[config.mk]
export PLATFORM = sky130hd
export DESIGN_NAME = latin_to_cyrillic_transliterator_top_flat
export DESIGN_NICKNAME = d
export VERILOG_FILES = /design/src/design/ltc_pkg.sv /design/src/design/ltc_if.sv /design/src/design/ltc_front.sv /design/src/design/ltc_queue.sv /design/src/design/ltc_back.sv /design/src/design/latin_to_cyrillic_transliterator_top.sv /design/src/flat_wrapper.sv
export SDC_FILE = /design/constraint.sdc
export NUM_CORES = 1
export LEC_CHECK = 0
export ABC_AREA = 0
export BUFFER_PORTS_ARGS = -buffer_cell sky130_fd_sc_hd__buf_2
export CORE_ASPECT_RATIO = 1.4
export CORE_UTILIZATION = 60
export DETAILED_ROUTE_END_ITERATION = 16
export GPL_TIMING_DRIVEN = 1
export PLACE_DENSITY = 0.77
export SLEW_MARGIN = 20
export SYNTH_ARGS = -nofsm -noshare
export SYNTH_HDL_FRONTEND = slang
export SYNTH_SLANG_ARGS = --single-unit
[constraint.sdc]
create_clock -name clk -period 7.94 [get_ports clk]
set_clock_uncertainty 0.1 [all_clocks]
set_input_delay 2.382 -clock clk [delete_from_list [all_inputs] [get_ports clk]]
set_output_delay 2.382 -clock clk [all_outputs]
set_load 0.005 [all_outputs]
[src/design/ltc_pkg.sv]
package ltc_pkg;

  // default depth of the queue between front and back
  localparam int LtcQueueDepth = 4;

  // ascii codes that steer the mapping
  localparam logic [7:0] ChLowY   = 8'h79;
  localparam logic [7:0] ChLowH   = 8'h68;
  localparam logic [7:0] ChUpY    = 8'h59;
  localparam logic [7:0] ChUpA    = 8'h41;
  localparam logic [7:0] ChUpZ    = 8'h5A;
  localparam logic [7:0] CaseStep = 8'h20;

  // code points used by the case change
  localparam logic [10:0] CpLowFirst = 11'h430;
  localparam logic [10:0] CpLowLast  = 11'h44F;
  localparam logic [10:0] CpLowYo    = 11'h451;
  localparam logic [10:0] CpUpYo     = 11'h401;
  localparam logic [10:0] CpCaseStep = 11'h020;

  // one accepted byte as it waits for the back part
  typedef struct packed {
    logic       held_ok;   // a byte was waiting for this one
    logic [7:0] prior;     // byte before the waiting byte
    logic [7:0] held;      // the waiting byte
    logic [7:0] cur;       // the byte just taken
    logic       last;      // cur closes the string
  } entry_t;

  function automatic logic [7:0] ascii_lower(logic [7:0] b);
    logic [7:0] r;
    r = b;
    if (b >= ChUpA && b <= ChUpZ) r = b + CaseStep;
    return r;
  endfunction

  // lower-case letter for cur between prev and nxt, zero for nothing
  function automatic logic [10:0] lower_letter(logic [7:0] prev, logic [7:0] cur,
                                               logic [7:0] nxt);
    logic [7:0]  c;
    logic        py;
    logic        nh;
    logic [10:0] cp;
    c  = ascii_lower(cur);
    py = (ascii_lower(prev) == ChLowY);
    nh = (ascii_lower(nxt) == ChLowH);
    case (c)
      8'h61:   cp = py ? 11'h44F : 11'h430;  // a
      8'h62:   cp = 11'h431;                 // b
      8'h76:   cp = 11'h432;                 // v
      8'h67:   cp = 11'h433;                 // g
      8'h64:   cp = 11'h434;                 // d
      8'h65:   cp = py ? 11'h44D : 11'h435;  // e
      8'h6F:   cp = py ? 11'h451 : 11'h43E;  // o
      8'h7A:   cp = nh ? 11'h436 : 11'h437;  // z
      8'h69:   cp = py ? 11'h44B : 11'h438;  // i
      8'h6A:   cp = 11'h439;                 // j
      8'h6B:   cp = nh ? 11'h445 : 11'h43A;  // k
      8'h6C:   cp = 11'h43B;                 // l
      8'h6D:   cp = 11'h43C;                 // m
      8'h6E:   cp = 11'h43D;                 // n
      8'h70:   cp = 11'h43F;                 // p
      8'h72:   cp = 11'h440;                 // r
      8'h73:   cp = nh ? 11'h448 : 11'h441;  // s
      8'h74:   cp = 11'h442;                 // t
      8'h75:   cp = py ? 11'h44E : 11'h443;  // u
      8'h77:   cp = 11'h449;                 // w
      8'h66:   cp = 11'h444;                 // f
      8'h63:   cp = nh ? 11'h447 : 11'h446;  // c
      8'h22:   cp = 11'h44A;                 // double quote
      8'h27:   cp = 11'h44C;                 // apostrophe
      8'h78:   cp = 11'h445;                 // x
      8'h79:   cp = '0;                      // y
      8'h68:   cp = '0;                      // h
      default: cp = {3'b000, c};
    endcase
    if (cur[7]) cp = '0;
    return cp;
  endfunction

  function automatic logic [10:0] make_upper(logic [10:0] cp);
    logic [10:0] r;
    r = cp;
    if (cp >= CpLowFirst && cp <= CpLowLast) r = cp - CpCaseStep;
    else if (cp == CpLowYo) r = CpUpYo;
    return r;
  endfunction

  function automatic logic [10:0] translate(logic [7:0] prev, logic [7:0] cur,
                                            logic [7:0] nxt);
    logic [10:0] cp;
    cp = lower_letter(prev, cur, nxt);
    if ((cur >= ChUpA && cur <= ChUpZ) || prev == ChUpY) cp = make_upper(cp);
    return cp;
  endfunction

endpackage

[src/design/ltc_if.sv]
// byte stream channel
interface ltc_byte_if;
  logic       valid;
  logic       ready;
  logic [7:0] in_byte;
  logic       end_of_string;

  modport source (output valid, output in_byte, output end_of_string, input ready);
  modport sink   (input valid, input in_byte, input end_of_string, output ready);
endinterface

// code point channel
interface ltc_cp_if;
  logic        valid;
  logic        ready;
  logic [10:0] code_point;
  logic        has_char;
  logic        string_done;

  modport source (output valid, output code_point, output has_char,
                  output string_done, input ready);
  modport sink   (input valid, input code_point, input has_char,
                  input string_done, output ready);
endinterface

[src/design/ltc_front.sv]
module ltc_front (
  input  logic              clk,
  input  logic              rst,
  ltc_byte_if.sink          bytes,
  output ltc_pkg::entry_t   push_entry,
  output logic              push_valid,
  input  logic              push_ready
);
  import ltc_pkg::*;

  logic [7:0] held_byte;
  logic [7:0] before_held_byte;
  logic       held_valid;
  logic       accept;

  // a beat is taken whenever the queue has room
  assign bytes.ready = push_ready;
  assign accept      = bytes.valid && push_ready;
  assign push_valid  = bytes.valid;

  // classify the beat against the waiting byte
  always_comb begin
    push_entry.held_ok = held_valid;
    push_entry.prior   = before_held_byte;
    push_entry.held    = held_byte;
    push_entry.cur     = bytes.in_byte;
    push_entry.last    = bytes.end_of_string;
  end

  // lookahead window
  always_ff @(posedge clk) begin
    if (rst) begin
      held_byte        <= '0;
      before_held_byte <= '0;
      held_valid       <= 1'b0;
    end else if (accept) begin
      if (bytes.end_of_string) begin
        held_byte        <= '0;
        before_held_byte <= '0;
        held_valid       <= 1'b0;
      end else begin
        before_held_byte <= held_valid ? held_byte : 8'h00;
        held_byte        <= bytes.in_byte;
        held_valid       <= 1'b1;
      end
    end
  end

`ifndef SYNTH
  // a closing byte leaves nothing waiting
  a_last_clears: assert property (@(posedge clk) disable iff (rst)
    accept && bytes.end_of_string |=> !held_valid)
    else $error("window not cleared after end of string");
`endif

endmodule

[src/design/ltc_queue.sv]
module ltc_queue #(
  parameter int DEPTH = ltc_pkg::LtcQueueDepth
) (
  input  logic            clk,
  input  logic            rst,
  input  ltc_pkg::entry_t push_entry,
  input  logic            push_valid,
  output logic            push_ready,
  output ltc_pkg::entry_t head,
  output logic            head_valid,
  input  logic            pop
);
  import ltc_pkg::*;

  localparam int PtrW = (DEPTH > 1) ? $clog2(DEPTH) : 1;
  localparam int CntW = $clog2(DEPTH + 1);

  entry_t          mem [DEPTH];
  logic [PtrW-1:0] wr_ptr;
  logic [PtrW-1:0] rd_ptr;
  logic [CntW-1:0] count;
  logic            push;
  logic            do_pop;

  assign push_ready = (count != CntW'(DEPTH));
  assign head_valid = (count != '0);
  assign head       = mem[rd_ptr];
  assign push       = push_valid && push_ready;
  assign do_pop     = pop && head_valid;

  // entry storage
  always_ff @(posedge clk) begin
    if (push) mem[wr_ptr] <= push_entry;
  end

  // pointers and fill level
  always_ff @(posedge clk) begin
    if (rst) begin
      wr_ptr <= '0;
      rd_ptr <= '0;
      count  <= '0;
    end else begin
      if (push) wr_ptr <= (wr_ptr == PtrW'(DEPTH - 1)) ? '0 : wr_ptr + 1'b1;
      if (do_pop) rd_ptr <= (rd_ptr == PtrW'(DEPTH - 1)) ? '0 : rd_ptr + 1'b1;
      if (push && !do_pop) count <= count + 1'b1;
      else if (!push && do_pop) count <= count - 1'b1;
    end
  end

`ifndef SYNTH
  // fill level tracks the pointers
  a_count_ptrs: assert property (@(posedge clk) disable iff (rst)
    (count == '0 || count == CntW'(DEPTH)) |-> (wr_ptr == rd_ptr))
    else $error("queue fill level out of step with pointers");
`endif

endmodule

[src/design/ltc_back.sv]
module ltc_back (
  input  logic            clk,
  input  logic            rst,
  input  ltc_pkg::entry_t head,
  input  logic            head_valid,
  output logic            pop,
  ltc_cp_if.source        chars
);
  import ltc_pkg::*;

  logic        phase;       // first result given, closing result pending
  logic        phase_next;
  logic [10:0] cp_first;
  logic [10:0] cp_close;
  logic        first_ok;
  logic        load_ok;
  logic        emit;
  logic [10:0] res_cp;
  logic        res_has;
  logic        res_done;

  // both translations of the head entry
  assign cp_first = translate(head.prior, head.held, head.cur);
  assign cp_close = translate(head.held_ok ? head.held : 8'h00, head.cur, 8'h00);
  assign first_ok = head.held_ok && (cp_first != '0);
  assign load_ok  = !chars.valid || chars.ready;

  // pick the next result and decide when the entry is done
  always_comb begin
    emit       = 1'b0;
    pop        = 1'b0;
    phase_next = phase;
    res_cp     = cp_close;
    res_has    = (cp_close != '0);
    res_done   = 1'b1;
    if (head_valid) begin
      if (phase) begin
        if (load_ok) begin
          emit       = 1'b1;
          pop        = 1'b1;
          phase_next = 1'b0;
        end
      end else if (first_ok) begin
        res_cp   = cp_first;
        res_has  = 1'b1;
        res_done = 1'b0;
        if (load_ok) begin
          emit = 1'b1;
          if (head.last) phase_next = 1'b1;
          else pop = 1'b1;
        end
      end else if (head.last) begin
        if (load_ok) begin
          emit = 1'b1;
          pop  = 1'b1;
        end
      end else begin
        pop = 1'b1;
      end
    end
  end

  // output register and phase
  always_ff @(posedge clk) begin
    if (rst) begin
      phase       <= 1'b0;
      chars.valid <= 1'b0;
    end else begin
      phase <= phase_next;
      if (emit) chars.valid <= 1'b1;
      else if (chars.ready) chars.valid <= 1'b0;
    end
  end

  always_ff @(posedge clk) begin
    if (emit) begin
      chars.code_point  <= res_cp;
      chars.has_char    <= res_has;
      chars.string_done <= res_done;
    end
  end

`ifndef SYNTH
  // a pending closing result belongs to a closing entry at the head
  a_phase_head: assert property (@(posedge clk) disable iff (rst)
    phase |-> (head_valid && head.last))
    else $error("closing result pending without a closing entry");

  // an empty marker only closes a string
  a_empty_done: assert property (@(posedge clk) disable iff (rst)
    chars.valid && !chars.has_char |-> chars.string_done && chars.code_point == '0)
    else $error("empty result that does not close a string");

  // a real character never carries code point zero
  a_char_nonzero: assert property (@(posedge clk) disable iff (rst)
    chars.valid && chars.has_char |-> chars.code_point != '0)
    else $error("character result with zero code point");
`endif

endmodule

[src/design/latin_to_cyrillic_transliterator_top.sv]
// channel  role    beat payload
// bytes    sink    in_byte[7:0], end_of_string
// chars    source  code_point[10:0], has_char, string_done
//
// One byte is taken per cycle while the front queue has room.
// A result leaves the output register after its entry has passed through the queue;
// a closing byte that yields two results stays at the head of the queue for both.
// Each non-closing byte waits for the next one, so its result follows that byte.
// Reset is synchronous and clears the window, the queue and the output valid.
// The queue lets the input side keep going while the output side stalls.
module latin_to_cyrillic_transliterator_top #(
  parameter int QUEUE_DEPTH = ltc_pkg::LtcQueueDepth
) (
  input  logic     clk,
  input  logic     rst,
  ltc_byte_if.sink bytes,
  ltc_cp_if.source chars
);
  import ltc_pkg::*;

  entry_t push_entry;
  logic   push_valid;
  logic   push_ready;
  entry_t head;
  logic   head_valid;
  logic   pop;

  ltc_front u_front (
    .clk        (clk),
    .rst        (rst),
    .bytes      (bytes),
    .push_entry (push_entry),
    .push_valid (push_valid),
    .push_ready (push_ready)
  );

  ltc_queue #(
    .DEPTH (QUEUE_DEPTH)
  ) u_queue (
    .clk        (clk),
    .rst        (rst),
    .push_entry (push_entry),
    .push_valid (push_valid),
    .push_ready (push_ready),
    .head       (head),
    .head_valid (head_valid),
    .pop        (pop)
  );

  ltc_back u_back (
    .clk        (clk),
    .rst        (rst),
    .head       (head),
    .head_valid (head_valid),
    .pop        (pop),
    .chars      (chars)
  );

endmodule
[src/flat_wrapper.sv]
// flat-port wrapper written by rule: the top's interface ports become plain ports
module latin_to_cyrillic_transliterator_top_flat import ltc_pkg::*;
#(
  parameter int QUEUE_DEPTH = ltc_pkg::LtcQueueDepth
)
  (clk, rst, bytes_valid, bytes_in_byte, bytes_end_of_string, bytes_ready, chars_valid, chars_code_point, chars_has_char, chars_string_done, chars_ready);
  ltc_byte_if bytes_i ();
  ltc_cp_if chars_i ();
  input  logic clk;
  input  logic rst;
  input wire logic [$bits(bytes_i.valid)-1:0] bytes_valid;
  input wire logic [$bits(bytes_i.in_byte)-1:0] bytes_in_byte;
  input wire logic [$bits(bytes_i.end_of_string)-1:0] bytes_end_of_string;
  output wire logic [$bits(bytes_i.ready)-1:0] bytes_ready;
  output wire logic [$bits(chars_i.valid)-1:0] chars_valid;
  output wire logic [$bits(chars_i.code_point)-1:0] chars_code_point;
  output wire logic [$bits(chars_i.has_char)-1:0] chars_has_char;
  output wire logic [$bits(chars_i.string_done)-1:0] chars_string_done;
  input wire logic [$bits(chars_i.ready)-1:0] chars_ready;
  assign bytes_i.valid = bytes_valid;
  assign bytes_i.in_byte = bytes_in_byte;
  assign bytes_i.end_of_string = bytes_end_of_string;
  assign bytes_ready = bytes_i.ready;
  assign chars_valid = chars_i.valid;
  assign chars_code_point = chars_i.code_point;
  assign chars_has_char = chars_i.has_char;
  assign chars_string_done = chars_i.string_done;
  assign chars_i.ready = chars_ready;
  latin_to_cyrillic_transliterator_top #(.QUEUE_DEPTH(QUEUE_DEPTH)) u_core (.clk(clk), .rst(rst), .bytes(bytes_i), .chars(chars_i));
endmodule
==> results of run 1 <==
final cells by class:
| type | count | area, um2 | area share, % |
|---|---|---|---|
| clock buffer | 17 | 425 | 4.66 |
| clock inverter | 15 | 189 | 2.07 |
| inverter | 27 | 101 | 1.11 |
| multi-input combinational | 526 | 3920 | 42.9 |
| sequential | 145 | 4080 | 44.6 |
| tap | 182 | 228 | 2.49 |
| timing repair buffer | 35 | 195 | 2.14 |
worst reg2reg max path: stages (launching register included):
cell and delay (ns):
dfxtp_2 0.80, buf_4 0.32, mux4_2 0.64, ha_1 0.38, nor2b_1 0.16, o21bai_1 0.22, nor3_2 0.12, or4_4 0.56
nor4b_4 0.16, a211o_4 0.36, ha_1 0.20, nor2b_1 0.13, a311o_1 0.41, o211ai_2 0.12, o21ai_2 0.14, o211a_4 0.29
inv_1 0.06, ha_1 0.19, inv_1 0.07, fa_1 0.38, xor2_1 0.19, or3_1 0.32, a21oi_1 0.14
cells in the mapped netlist (all sizes together), types with 24 or more instances:
library cell and n:
edfxtp 117, inv 27, nor2 43, o21ai 34
nand3 25, clkbuf 24, mux4 25, dfxtp 28
nand2b 26, nand2 53, a21oi 59
per-layer routing:
| metal | up-vias | share of wire [%] | global-route usage (%) |
|---|---|---|---|
| met3 | 84 | 6.2 | 4.63 |
| met4 | 0 | 4.8 | 14.6 |
| met5 | - | 0 | 0 |
| li1 | 2882 | - | - |
| met1 | 3105 | 37 | 35.6 |
| met2 | 353 | 52 | 55.1 |
per-stage QoR:
| step | power (uW) | cells | worst slack [ns] | hold slack (ns) | util (%) |
|---|---|---|---|---|---|
| 2_1_floorplan | 2440 | 741 | 2.21 | 0.359 | - |
| 3_3_place_gp | 2830 | 915 | 1.65 | 0.378 | 63.3 |
| 3_5_place_dp | 2860 | 915 | 1.40 | 0.386 | 63.3 |
| 4_1_cts | 3660 | 947 | 1.37 | 0.399 | 67.9 |
| 5_1_grt | 3900 | 947 | 1.02 | 0.429 | 67.9 |
| 6_report | 3680 | 947 | 1.42 | 0.399 | 67.9 |
state kept, by name (all words and copies together) (netlist names), named ones only:
| register | count |
|---|---|
| u_core.u_queue.mem | 104 |
| u_core.u_queue.rd_ptr | 2 |
| u_core.u_back.chars.valid | 1 |
| u_core.u_front.held_byte | 8 |
| u_core.u_back.chars.has_char | 1 |
| u_core.u_front.before_held_byte | 8 |
| u_core.u_queue.wr_ptr | 2 |
| u_core.u_back.phase | 1 |
| u_core.u_front.held_valid | 1 |
| u_core.u_back.chars.string_done | 1 |
| u_core.u_queue.count | 3 |
| u_core.u_back.chars.code_point | 11 |
logic make-up (layout without fill, tap and decap cells):
family / count (synthesis) / count (layout) / synth area share (%)
adder cells (fa/ha/maj): 22 / 22 / 3.37
multiplexers: 41 / 41 / 8.82
AND/OR/NAND/NOR: 256 / 256 / 17.7
AO/OA/AOI/OAI: 198 / 198 / 16.4
other: 1 / 1 / 0.0451
buffers and inverters: 70 / 94 / 3.87
XOR/XNOR: 8 / 8 / 0.843
flip-flops: 145 / 145 / 49.0
report_power, final:
| part | leakage (uW) | switching (uW) | internal (uW) |
|---|---|---|---|
| registers | 0.00129 | 73.1 | 957 |
| logic | 0.00161 | 1180 | 682 |
| clock network | 0.000289 | 366 | 425 |
worst max-delay path by stage:
stage | startpoint | end | slack [ns] | cells past startpoint
final | flip-flop | u_core.u_queue.count[2] | 1.42 | 22
after global routing | flip-flop | u_core.u_queue.count[2] | 1.02 | 22
after CTS | flip-flop | u_core.u_queue.count[2] | 1.37 | 22
after detailed placement | flip-flop | u_core.u_queue.count[2] | 1.40 | 22
after global placement | flip-flop | u_core.u_queue.count[2] | 1.65 | 22
after floorplan | flip-flop | u_core.u_queue.count[2] | 2.21 | 25
==> impl_results.md, run 1 <==
* Run status: finished, final reports clean
* Post-CTS Resized at 0
* Clock slew seen by the registers of the worst setup and hold paths at approximately 0.070 ns
* Commonest non-fill, non-tap cell in the layout: edfxtp_1
* Clock Tree Root: clkbuf_16
* Worst Max-Slew Pin Slew at 1.04 ns
* Post-route DRC at 0
* Final WL at between 20 and 25 mm
* Type of origin of the critical path: flip-flop
* HP Start: u_core.u_front.before_held_byte[2]
* Io pins at 28
* HPWL Detailed at between 10 and 15 mm
* Min Tclk post-route at ~6.5 ns
* Synth Net Count at a little under 800
* Hold Buf Count CTS at 0
* First-pass GRT wire length at about 33 mm
* Routed via count at 6424
* Rows at 50
* CTS Buf Count at 17
* Final setup TNS at 0 ns
* Post-synth cell types at 95
* Post-CTS setup buffers at 0
* Critical Path Fanout Max at 21
* H-tree levels at 4
* Yosys reg bits at approximately 150
* Antenna Cells at 0
* Clk_lat worst skew at around 0.42 ns
* Area after DPL at around 8500 um2
* Tot GR Track Use at 30.8%
* Hold path depth at 2
* Power Density at about 400 nW/um2
* Vias in the first global route at 6358
* Type of the worst setup path: flip-flop to flip-flop
* CTS Sinks at ~150
* Core box area at about 13000 um2
* Nets@finish at just under 800
* CP arrival at between 6 and 7 ns
* Design area at between 9000 and 10000 um2
* Largest cells by area after synthesis: edfxtp_1 (42%), mux4_2 (6.8%), dfxtp_1 (6.7%)
* Yosys top cell by area: edfxtp_1
* Fillers at approximately 1000
* Max_slew headroom at between 30% and 40%
* Crit path largest cell delay at ~0.80 ns
* Share of layout cells above drive strength 1 at 16.5%
* DRT Pass-1 Iters at 9
* FF-to-FF setup slack at between 1 and 1.5 ns
* Area growth syn-to-layout at 9.84%
* Initial DRC count at about 620
* Async set-reset flop share out of synthesis at 0%
* DIE AREA at about 14000 um2
* Die X at 102 um
* R2R Path End: u_core.u_queue.count[2]
* Largest delay share family, worst path: compound AO/OA/AOI/OAI gates
* Crit path capture type: flip-flop
* Initial core utilization at 61.8%
* Number of max-cap violations at 0
* Top FF cell, synth: edfxtp_1
* Yosys warns at 0
* Gr ovfl total at 0
* Clock buffer depth at 2
* Most frequent cells in the layout: edfxtp_1 (117), a21oi_1 (58), nand2_1 (53)
* Synthesized instance count at between 700 and 800
* Mapped Area at between 8000 and 9000 um2
* Worst path cell trace: buf_4 > mux4_2 > ha_1 > nor2b_1 > o21bai_1 > nor3_2 > or4_4 > nor4b_4 > a211o_4 > ha_1 > nor2b_1 > a311o_1 > o211ai_2 > o21ai_2 > o211a_4 > inv_1 > ha_1 > inv_1 > fa_1 > xor2_1 > or3_1 > a21oi_1
* Final hold violations at 0
* GP Congestion at between 0.9 and 1
* Top cell type's share of synthesized area at a little over two fifths
* Final ANT Viol Nets at 0
* Hold EP: u_core.u_front.before_held_byte[2]
* Die height at 141 um
* Leak pwr at about 0.0032 uW
* # setup viols final at 0
* Max-slew violations at 0
* DR vias/cell at ~6.8
* Unrepaired setup endpoints after global routing: false
* CTS tree: yes
* Bufs and invs on worst path at 3
* Routed wire per std cell at about 22 um
* Fmax at 153 MHz
* Syn_area_per_cell at between 10 and 15 um2
* Post-synthesis sequential area ratio at 49.0%
* EDFF count, synth at roughly 120
* Post-route clock period utilization at 82.1%
* Worst path slowest cell: dfxtp_2
* Hold Path Class: flip-flop to flip-flop
* Cell mode on critical path: ha_1
* Critical Path RT at between 8 and 9 ns
* Reg2reg path depth at 22
* Worst VDD drop at 0.234 mV
* Initial antenna violation count at 0
* Port bufs at 27
* Largest net degree at the start of global routing at 31
No activity file was read; power rests on OpenSTA's default activity.
==> inputs of run 2 (changes only) <==
==> constraint.sdc (replaced) <==
create_clock -name clk -period 6.25 [get_ports clk]
set_clock_uncertainty 0.1 [all_clocks]
set_input_delay 1.875 -clock clk [delete_from_list [all_inputs] [get_ports clk]]
set_output_delay 1.875 -clock clk [all_outputs]
set_load 0.005 [all_outputs]
==> run 2 against run 1 <==
Compared with the run above: fmax rose by 10%; via count increased by 0.26%; die area stayed put; cell count increased by 2.7%; non-clock buffer count is 26 higher; hold slack improved by 0.0092 ns; clock power is 34% higher; worst setup slack worse by 1.1 ns.
==> impl_results.md, run 2 (synthesis gave the netlist of run 1 again) <==
* Run status: finished, final reports clean
* Power Density at 520 nW/um2 (+29%)
* Post-route DRC at 0 (unchanged)
* Critical Path RT at 6.50 ns (-1.69 ns)
* Initial antenna violation count at 0 (unchanged)
* Type of the worst setup path: flip-flop to flip-flop
* CTS Buf Count at 17 (unchanged)
* Initial DRC count at 529 (-15%)
* Critical Path Fanout Max at 25 (+19%)
* CTS tree: yes
* Top flop regs: u_core.u_queue.mem (104), u_core.u_back.chars.code_point (11)
* Antenna Cells at 0 (unchanged)
* # setup viols final at 0 (unchanged)
* Clock slew seen by the registers of the worst setup and hold paths at 0.07 ns (about the same)
* DRT Pass-1 Iters at 5 (-4)
* Max-slew violations at 0 (unchanged)
* Max reg flops at 104 (unchanged)
* Routed via count at 6441 (+0.26%)
* Clock buffer depth at 2 (unchanged)
* Tot GR Track Use at 32.8% (+2.0 points)
* Core box area at 13500 um2 (unchanged)
* Finished Layout Cells at 973 (+2.7%)
* Min Tclk post-route at 5.93 ns (-0.591 ns)
* Io pins at 28 (unchanged)
* Routed wire per std cell at 22.6 um (+1.9%)
* Nets@finish at 812 (+3.3%)
* Die height at 141 um (unchanged)
* Die X at 102 um (unchanged)
* Area of the multi-input gates at 3930 um2 (+0.16%)
* Max_slew headroom at 48.6% (+18 points)
* First-pass GRT wire length at 34.8 mm (+4.9%)
* Register area at 4080 um2 (about the same)
* Clk_lat worst skew at 0.43 ns (about the same)
* Port bufs at 27 (unchanged)
* Worst Max-Slew Pin Slew at 0.769 ns (-0.269 ns)
* Share of layout cells above drive strength 1 at 19.3% (+2.9 points)
* Type of origin of the critical path: flip-flop
* Number of max-cap violations at 0 (unchanged)
* Placed cell count at 939 (+2.6%)
* Hold Buf Count CTS at 0 (unchanged)
* Post-route clock period utilization at 94.9% (+13 points)
* Leak pwr at 0.00334 uW (+4.8%)
* HPWL Detailed at 15.2 mm (+5.4%)
* Final hold violations at 0 (unchanged)
* Rows at 50 (unchanged)
* Gr ovfl total at 0 (unchanged)
* Final setup TNS at 0 ns (unchanged)
* Fmax at 169 MHz (+10%)
* Fillers at 955 (-3.5%)
* CTS Sinks at 145 (unchanged)
* Final ANT Viol Nets at 0 (unchanged)
* Hold Path Class: flip-flop to flip-flop
* CP arrival at 6.18 ns (-0.59 ns)
* Commonest non-fill, non-tap cell in the layout: edfxtp_1
* Worst VDD drop at 0.324 mV (+38%)
* Vias in the first global route at 6512 (+2.4%)
* H-tree levels at 4 (unchanged)
* Clock Tree Root: clkbuf_16
* Most frequent cells in the layout: edfxtp_1 (117), a21oi_1 (58), nand2_1 (53)
* Crit path capture type: flip-flop
* GP Congestion at 0.983 (+2.9%)
* Most flops, register: u_core.u_queue.mem
* DR vias/cell at 6.62 (-2.4%)
* Final WL at 22.0 mm (+4.7%)
* Largest net degree at the start of global routing at 29 (-6.5%)
* DIE AREA at 14300 um2 (unchanged)
* Area growth syn-to-layout at 12.4%
* Initial core utilization at 61.8% (unchanged)
* Unrepaired setup endpoints after global routing: false
run 2: cell types whose count changed in the layout (fill, tap and decap cells not counted), sizes merged:
cell,previous run,this run
buf,35,61
bufinv,0,2
clkinv,9,3
clkinvlp,2,0
inv,31,37
run 2: path summary, 6_finish.rpt:
kind                                 startpoint                         to  slack [ns]  cells after the start
min          u_core.u_front.before_held_byte[0]  u_core.u_queue.mem[3][17]        0.41                      0
max                                   flip-flop    u_core.u_queue.count[2]        0.32                     22
min reg2reg  u_core.u_front.before_held_byte[0]  u_core.u_queue.mem[3][17]        0.41                      0
max reg2reg                           flip-flop    u_core.u_queue.count[2]        0.32                     22
run 2: cell type report:
cell class | count | area share, %
flip-flops and latches | 145 | 43.6
multi-input cells | 526 | 42.0
clock buffers | 17 | 4.55
repair buffers | 61 | 4.31
well taps | 182 | 2.44
clock inverters | 15 | 2.02
inverters | 27 | 1.08
run 2: critical path, cell delays in order (launching register included):
cell      delay [ns]
dfxtp_2         0.38
buf_12          0.24
mux4_2          0.63
ha_1            0.36
nor2b_1         0.15
o21bai_1        0.20
nor3_2          0.09
or4_4           0.55
nor4b_4         0.16
a211o_4         0.37
ha_1            0.21
nor2b_1         0.12
a311o_1         0.40
o211ai_2        0.12
o21ai_2         0.12
o211a_4         0.30
inv_1           0.06
ha_1            0.18
inv_1           0.07
fa_1            0.39
xor2_1          0.18
or3_1           0.32
a21oi_1         0.16
run 2: routing by layer:
layer | routed length (um) | GRT usage [%] | vias up
li1 | - | - | 2936
met4 | 1080 | 20.5 | 0
met5 | 0 | 0 | -
met2 | 11500 | 55.3 | 317
met3 | 1240 | 5.22 | 69
met1 | 8120 | 38.8 | 3119
run 2: power breakdown:
group / switching [uW] / leakage (uW) / internal (uW) / total, uW
clock: 445 / 0.000307 / 611 / 1060
combinational: 1560 / 0.00174 / 971 / 2530
sequential: 63.8 / 0.00129 / 1220 / 1280
total: 2060 / 0.00334 / 2800 / 4860
run 2: per-stage QoR:
step / utilization [%] / cell area [um2] / power, uW / setup WS, ns / hold slack (ns)
2_1_floorplan: - / 8320 / 3090 / 0.524 / 0.359
3_3_place_gp: 64.8 / 8710 / 3710 / 0.512 / 0.377
3_5_place_dp: 64.8 / 8710 / 3750 / 0.270 / 0.394
4_1_cts: 69.3 / 9330 / 4820 / 0.266 / 0.406
5_1_grt: 69.5 / 9350 / 5150 / 0.0234 / 0.427
6_report: 69.5 / 9350 / 4860 / 0.320 / 0.408
run 2: what timing repair did:
action / in CTS / in global routing
endpoints found under the setup margin: 0 / 1
setup buffers: 0 / 2
resized for setup: 0 / 2
endpoints found under the hold margin: 0 / 0
